`src/rtl/dilated_causal_conv1d_stream_macros.svh`:
```
// Assertion macros shared by the convolution block.
// Unless ASSERT_OFF is defined, each macro places one labeled concurrent
// assertion, sampled on the rising clock edge and disabled while reset is high.
`ifndef DILATED_CAUSAL_CONV1D_STREAM_MACROS_SVH
`define DILATED_CAUSAL_CONV1D_STREAM_MACROS_SVH

`ifndef ASSERT_OFF
// Same-cycle implication: whenever ante holds, cons holds too.
`define DCC1D_ASSERT_IMPL(lbl, clk, rst, ante, cons, msg) \
   lbl: assert property (@(posedge clk) disable iff (rst) (ante) |-> (cons)) \
      else $error(msg);
// Next-cycle implication: whenever ante holds, cons holds in the next cycle.
`define DCC1D_ASSERT_NEXT(lbl, clk, rst, ante, cons, msg) \
   lbl: assert property (@(posedge clk) disable iff (rst) (ante) |=> (cons)) \
      else $error(msg);
`else
`define DCC1D_ASSERT_IMPL(lbl, clk, rst, ante, cons, msg)
`define DCC1D_ASSERT_NEXT(lbl, clk, rst, ante, cons, msg)
`endif

`endif

```
`src/rtl/dcc1d_mod_unit.sv`:
```
`default_nettype none

// Restoring remainder unit: one dividend bit per cycle, DVD_W bits per
// operation. The remainder is valid in the cycle in which done is high.
module dcc1d_mod_unit #(
   parameter int DVD_W = 9,
   parameter int DVS_W = 10
) (
   input  wire logic             clock,
   input  wire logic             reset,
   input  wire logic             start,
   input  wire logic [DVD_W-1:0] dividend,
   input  wire logic [DVS_W-1:0] divisor,
   output logic                  done,
   output logic [DVS_W-1:0]      remainder
);

   localparam int CNT_W = (DVD_W > 1) ? $clog2(DVD_W) : 1;

   logic             busy_ff;
   logic             done_ff;
   logic [CNT_W-1:0] cnt_ff;
   logic [DVD_W-1:0] dvd_ff;
   logic [DVS_W-1:0] dvs_ff;
   logic [DVS_W-1:0] rem_ff;
   logic [DVS_W-1:0] rem_in;
   logic [DVS_W:0]   shift_c;

   // Bring down the next dividend bit and subtract the divisor if it fits.
   always_comb begin
      shift_c = {rem_ff, dvd_ff[DVD_W-1]};
      if (shift_c >= {1'b0, dvs_ff}) begin
         rem_in = DVS_W'(shift_c - {1'b0, dvs_ff});
      end else begin
         rem_in = DVS_W'(shift_c);
      end
   end

   // Step sequencing.
   always_ff @(posedge clock) begin
      if (reset) begin
         busy_ff <= 1'b0;
         done_ff <= 1'b0;
      end else begin
         done_ff <= 1'b0;
         if (start) begin
            busy_ff <= 1'b1;
            cnt_ff  <= '0;
            dvd_ff  <= dividend;
            dvs_ff  <= divisor;
            rem_ff  <= '0;
         end else if (busy_ff) begin
            rem_ff <= rem_in;
            dvd_ff <= dvd_ff << 1;
            cnt_ff <= cnt_ff + CNT_W'(1);
            if (cnt_ff == CNT_W'(DVD_W - 1)) begin
               busy_ff <= 1'b0;
               done_ff <= 1'b1;
            end
         end
      end
   end

   assign done      = done_ff;
   assign remainder = rem_ff;

endmodule

`default_nettype wire

```
`config.mk`:
```
export PLATFORM = sky130hd
export DESIGN_NAME = dcc1d_mod_unit
export DESIGN_NICKNAME = d
export VERILOG_FILES = /design/src/rtl/dilated_causal_conv1d_stream_macros.svh /design/src/rtl/dcc1d_mod_unit.sv
export SDC_FILE = /design/constraint.sdc
export NUM_CORES = 1
export LEC_CHECK = 0
export ABC_AREA = 1
export BUFFER_PORTS_ARGS = -buffer_cell sky130_fd_sc_hd__buf_2
export CAP_MARGIN = 20
export CORE_MARGIN = 8
export CORE_UTILIZATION = 59
export CTS_BUF_LIST = sky130_fd_sc_hd__clkbuf_2 sky130_fd_sc_hd__clkbuf_4 sky130_fd_sc_hd__clkbuf_8
export DETAILED_ROUTE_END_ITERATION = 6
export PLACE_DENSITY = 0.8
export SKIP_LAST_GASP = 1
export SYNTH_ARGS = -nofsm -noshare
export SYNTH_HDL_FRONTEND = slang
export SYNTH_SLANG_ARGS = --single-unit
```
`constraint.sdc`:
```
create_clock -name clock -period 2.24 [get_ports clock]
set_input_delay 0.112 -clock clock [delete_from_list [all_inputs] [get_ports clock]]
set_output_delay 0.112 -clock clock [all_outputs]
set_load 0.02 [all_outputs]
```
### Yosys cells after proc, flatten, opt, wreduce, memory -nomap -nowiden

Cells that the tools add are included.

| cells by class | value |
|---|---|
| multiplexer cells | 9 |
| equal/unequal tests | 1 |
| bitwise logic cells | 2 |
| $lt $le $gt $ge | 1 |
| reduce and logical (&&, ||, !) cells | 4 |
| add/subtract/negate cells | 2 |

Operators with widths:

| kind | number |
|---|---|
| $mux 10 | 2 |
| $mux 9 | 2 |
| $ge 11x10->1 | 1 |
| $sub 10x10->10 | 1 |
| $add 4x1->4 const B | 1 |
| $eq 4x4->1 const B | 1 |
| $mux 1 | 4 |
| $mux 4 | 1 |
| $reduce_and 2->1 | 2 |
| $reduce_or 3->1 | 1 |
| $not 1->1 | 2 |
| $reduce_bool 2->1 | 1 |

| word-level totals | value |
|---|---|
| logic and storage cells | 25 |
| bits in registers | 35 |

### Depth between registers and ports, before layout

| logic depth | value |
|---|---|
| word-level depth | 4 |
| gate-level depth with buffers | 12 |

### Least setup slack after synthesis

OpenSTA, ideal clock, no wires.

| path | value |
|---|---|
| path type | reg-to-reg |
| from | register busy_ff |
| to | register cnt_ff[0], enable pin |
| path buffers | 0 |
| cell stages (with the launch flop) | 3 |
| arrival | 1.542 ns |
| path slack | 0.285 ns |
| cells stage by stage | dfxtp_1 inv_1 a21oi_1 |

| on the way | value |
|---|---|
| word-level cells in the longest chain between the ends | 2 |

RTL lines:

| element | RTL line | source |
|---|---|---|
| start: declaration | dcc1d_mod_unit.sv:20 | `logic busy_ff;` |
| start signal: assignment | dcc1d_mod_unit.sv:42 | `busy_ff <= 1'b0;` |
| start signal: assignment | dcc1d_mod_unit.sv:47 | `busy_ff <= 1'b1;` |
| start signal: assignment | dcc1d_mod_unit.sv:57 | `busy_ff <= 1'b0;` |
| $reduce_bool 2->1 (no source line) | n/a |  |
| $reduce_and 2->1 (no source line) | n/a |  |
| end signal: assignment | dcc1d_mod_unit.sv:55 | `cnt_ff <= cnt_ff + CNT_W'(1);` |
| end: declaration | dcc1d_mod_unit.sv:22 | `logic [CNT_W-1:0] cnt_ff;` |

Every way passes these cells.
A chain may end at the register's enable or synchronous reset.

### Final worst setup path

| path | value |
|---|---|
| from | register rem_ff[4], in the netlist remainder[4] |
| to | register rem_ff[5], in the netlist remainder[5] (data pin) |

| on the way | value |
|---|---|
| word-level cells in the longest chain between the ends | 3 |
| elaborated cells between the ends (all ways) | 4 |
| those cells by class | add/sub: 1; order compare: 1; mux: 2 |

RTL lines:

| element | RTL line | source |
|---|---|---|
| start: declaration | dcc1d_mod_unit.sv:25 | `logic [DVS_W-1:0] rem_ff;` |
| start signal: assignment | dcc1d_mod_unit.sv:53 | `rem_ff <= rem_in;` |
| $sub 10x10->10 or $ge 11x10->1 (tied branches) | dcc1d_mod_unit.sv:33, dcc1d_mod_unit.sv:32 |  |
| $mux 10 (*) | dcc1d_mod_unit.sv:32 | `if (shift_c >= {1'b0, dvs_ff}) begin` |
| $mux 10 (*) | dcc1d_mod_unit.sv:52 | `end else if (busy_ff) begin` |

Every way passes the cells marked *; elsewhere a longest branch is shown, timed or not. The select of a mux whose other input is x is not followed.

==> impl_summary.log <==
INFO  metric die-height = 75.9 microns
INFO  metric multi_input_comb_area = between 800 and 900 sq um
INFO  metric antenna_violating_nets_post_route = 0
INFO  metric ys.warnings.count = 0
INFO  metric syn_nets = 290
INFO  metric cell_internal_pwr = between 1000 and 1500 uW
INFO  metric syn_area_per_cell = 8.29 sq um
INFO  metric number_of_global_route_vias_before_repair = 1,742
INFO  metric final.hold.worst_slack = 0.0277 ns
INFO  metric synth.ff_latch_count = 35
INFO  metric power_switching_share = 0.324
INFO  metric drt_pass1_iterations = 4
INFO  metric vias = 1,764
INFO  metric cp.arrival = about 2.1 ns
INFO  metric timing.fmax = 0.512 GHz
INFO  metric grt_start_max_net_pins = 21
INFO  metric numPortBuffers = 32
INFO  metric grt_pass1_wl = roughly 7.6 mm
INFO  metric final.min_clock_period = ~2 ns
INFO  metric r2r-end = remainder[5]
INFO  metric clk_root_buffer_cell = sky130_fd_sc_hd__clkbuf_4
INFO  metric static-leakage-power = ~0.0013 uW
INFO  metric insertedDiodeCount = 0
INFO  metric clkTransAtPathRegs = 0.10 ns
INFO  metric synth_cell_area = 2110 sq um
INFO  metric post_drt_via_cell_ratio = 5.00
INFO  metric cts_buffers = 5
INFO  metric fin_skew = 0.0130 ns
INFO  metric ff_latch_area = 1030 sq um
INFO  metric floorplan.initialDensity = 0.623
INFO  metric initial_antenna_violation_count = 0
INFO  metric power.sequential.fraction = 0.512
INFO  metric post_cts_resized = 0
INFO  metric totalNegativeSetupSlack = 0 ns
INFO  metric worstMarginPinSlew = approximately 0.44 ns
INFO  metric r2r_slack = 0.29 ns
INFO  metric io_pins = 33
INFO  metric drc_violations_left = 0
INFO  metric irDropWorstVdd = 0.000481 V
INFO  metric final_max_slew_viol_count = 0
INFO  metric drv_cap = 0
INFO  metric crit_required = 2.34 ns
INFO  metric core_region_area = 3390 sq um
INFO  metric hpwl = 3.31 mm
INFO  metric outcome = completed
INFO  metric grtUsageTotal = 0.178
INFO  metric routabilityCongestion = 0.867
INFO  metric final-hold-violation-count = 0
INFO  metric number_of_instances_in_the_synthesized_netlist = 255
INFO  metric global_route.overflow_total = 0
INFO  metric yosysSeqAreaShare = 0.488
INFO  metric crit_path_start = remainder[4]
INFO  metric drtIter0Drc = 156
INFO  metric htree_num_levels = 2
INFO  metric crit_type = register to register
INFO  metric rsz0062_at_grt = false
INFO  metric synth.distinct_cells = 26
INFO  metric worstReg2RegStart = remainder[4]
INFO  metric power.share.combinational = 0.284
INFO  metric tritoncts_num_sinks = 35
INFO  metric worst-r2r-cell-count = 10
INFO  metric start_kind = register
INFO  metric core.rowCount = 21
INFO  metric fin_util = 0.746
INFO  metric finalSetupViolations = 0
INFO  metric worst_hold_path_type = primary input to register
INFO  metric fill_cells = roughly 270
INFO  metric clock_tree_from_tritoncts = done
INFO  metric area_growth_syn_to_layout = 19.6%
INFO  metric ctsLongestPathBuffers = 2
INFO  metric nets = 342
INFO  metric drt_wl_total = 4.56 mm
INFO  metric p_per_area = slightly above 600 nW/um^2
INFO  metric maxSlewHeadroom = 0.705
INFO  metric hp-start = dividend[0]
INFO  metric post-route-period-util = 0.871
INFO  metric setup.worst_path.end_class = register
INFO  metric netSwitchingPower = 509 uW
INFO  metric critical_path.endpoint = remainder[5]
INFO  metric die-area = 5750 sq um
INFO  metric proportion_of_layout_cells_with_a_drive_suffix_above_1 = 0.176
INFO  metric clk-insertion-delay-late = ~0.35 ns
INFO  metric critical_path.max_fanout = 6
INFO  metric fp.dieW = 75.9 microns
INFO  metric relative_contribution_of_the_clock_network_to_total_power = 0.203
INFO  metric avgRoutedWirePerCell = 12.9 microns
INFO  metric post_cts.repair.setup_buffers = 0
## metal layers
metal | vias to the layer above | GRT usage | share of wire
met4 | 0 | 0.0832 | 0.020
met5 | - | 0 | 0
met2 | 51 | 0.301 | 0.51
met1 | 793 | 0.204 | 0.42
li1 | 910 | - | -
met3 | 10 | 0.0447 | 0.054
## metrics by stage
stage	instance area, sq um	cells	total power (uW)	setup WS [ns]
6_report	2530	353	1570	0.289
5_1_grt	2530	353	1670	0.150
4_1_cts	2530	353	1580	0.286
3_5_place_dp	2370	335	1250	0.311
3_3_place_gp	2370	335	1240	0.335
2_1_floorplan	2110	255	1120	0.285
## what timing repair did
action,in CTS,in global routing
hold buffers,11,0
endpoints found under the hold margin,11,0
endpoints found under the setup margin,0,0
## final cells by class
class | count | area share
Sequential cell | 35 | 0.408
Multi-Input combinational cell | 169 | 0.351
Timing Repair Buffer | 49 | 0.130
Inverter | 47 | 0.0698
Tap cell | 46 | 0.0228
Clock buffer | 5 | 0.0149
Clock inverter | 2 | 0.00347
## power groups by stage
stage / clock, uW / sequential, uW / combinational [uW]
final: 320 / 805 / 447
after global routing: 357 / 810 / 504
after CTS: 333 / 805 / 446
after detailed placement: 0 / 820 / 427
after global placement: 0 / 819 / 417
after floorplan: 0 / 837 / 288
## sequential cells by signal, indices dropped and copies added (netlist names)
signal and count:
cnt_ff 4, dvd_ff 9, busy_ff 1, dvs_ff 10, done 1, remainder 10
## logic make-up (layout without fill, tap and decap cells)
group / after synthesis / after routing / synth area share
simple gates: 145 / 145 / 0.299
buf+inv: 51 / 103 / 0.0935
flops: 35 / 35 / 0.488
fa+ha+maj: 13 / 13 / 0.0805
compound gates: 6 / 6 / 0.0184
xor+xnor: 5 / 5 / 0.0207
## critical path, cell delays in order (launching register included)
cell	delay [ns]
sky130_fd_sc_hd__edfxtp_1	0.44
sky130_fd_sc_hd__ha_1	0.39
sky130_fd_sc_hd__nand2_1	0.14
sky130_fd_sc_hd__inv_1	0.05
sky130_fd_sc_hd__nand2_1	0.06
sky130_fd_sc_hd__nand2_1	0.10
sky130_fd_sc_hd__a21oi_2	0.18
sky130_fd_sc_hd__buf_4	0.17
sky130_fd_sc_hd__nand4_1	0.08
sky130_fd_sc_hd__nand2_1	0.07
sky130_fd_sc_hd__nor2_1	0.04
## cells in the mapped netlist
master / count / share of area
sky130_fd_sc_hd__nand3b_1: 1 / 0.0036
sky130_fd_sc_hd__nand3_2: 2 / 0.0095
sky130_fd_sc_hd__inv_1: 46 / 0.082
sky130_fd_sc_hd__nor2_1: 34 / 0.060
sky130_fd_sc_hd__xnor2_1: 1 / 0.0041
sky130_fd_sc_hd__o21a_1: 1 / 0.0036
sky130_fd_sc_hd__fa_1: 1 / 0.0095
sky130_fd_sc_hd__buf_2: 2 / 0.0047
sky130_fd_sc_hd__nor2_4: 1 / 0.0053
sky130_fd_sc_hd__nor2_2: 2 / 0.0059
sky130_fd_sc_hd__a21oi_1: 3 / 0.0071
sky130_fd_sc_hd__dfxtp_1: 2 / 0.019
sky130_fd_sc_hd__clkbuf_1: 1 / 0.0018
sky130_fd_sc_hd__nor4_1: 1 / 0.0030
sky130_fd_sc_hd__buf_4: 1 / 0.0036
sky130_fd_sc_hd__nand2_2: 1 / 0.0030
sky130_fd_sc_hd__inv_2: 1 / 0.0018
sky130_fd_sc_hd__edfxtp_1: 33 / 0.47
sky130_fd_sc_hd__xor2_1: 4 / 0.017
sky130_fd_sc_hd__a21oi_2: 1 / 0.0041
sky130_fd_sc_hd__ha_1: 12 / 0.071
sky130_fd_sc_hd__nor3_4: 1 / 0.0077
sky130_fd_sc_hd__nand3_1: 11 / 0.026
sky130_fd_sc_hd__o21bai_1: 1 / 0.0036
sky130_fd_sc_hd__nand2_1: 80 / 0.14
sky130_fd_sc_hd__nand4_1: 11 / 0.033
## worst min path at each step
stage / to / slack (ns) / depth (start not counted)
6_report: dvd_ff[0] / 0.03 / 3
5_1_grt: dvd_ff[7] / 0.02 / 3
4_1_cts: dvd_ff[0] / 0.009 / 3
3_5_place_dp: dvs_ff[7] / 0.29 / 1
3_3_place_gp: dvs_ff[9] / 0.29 / 1
2_1_floorplan: done / 0.19 / 1
## cell usage in the layout, fill, tap and decap left out, drive strengths merged
| cell type | count |
|---|---|
| a21oi | 4 |
| buf | 38 |
| clkbuf | 5 |
| clkinv | 2 |
| dfxtp | 2 |
| dlygate4sd3 | 11 |
| edfxtp | 33 |
| fa | 1 |
| ha | 12 |
| inv | 47 |
| nand2 | 81 |
| nand3 | 13 |
| nand3b | 1 |
| nand4 | 11 |
| nor2 | 37 |
| nor3 | 1 |
| nor4 | 1 |
| o21a | 1 |
| o21bai | 1 |
| xnor2 | 1 |
| xor2 | 4 |
(Power assumes the default switching activity.)
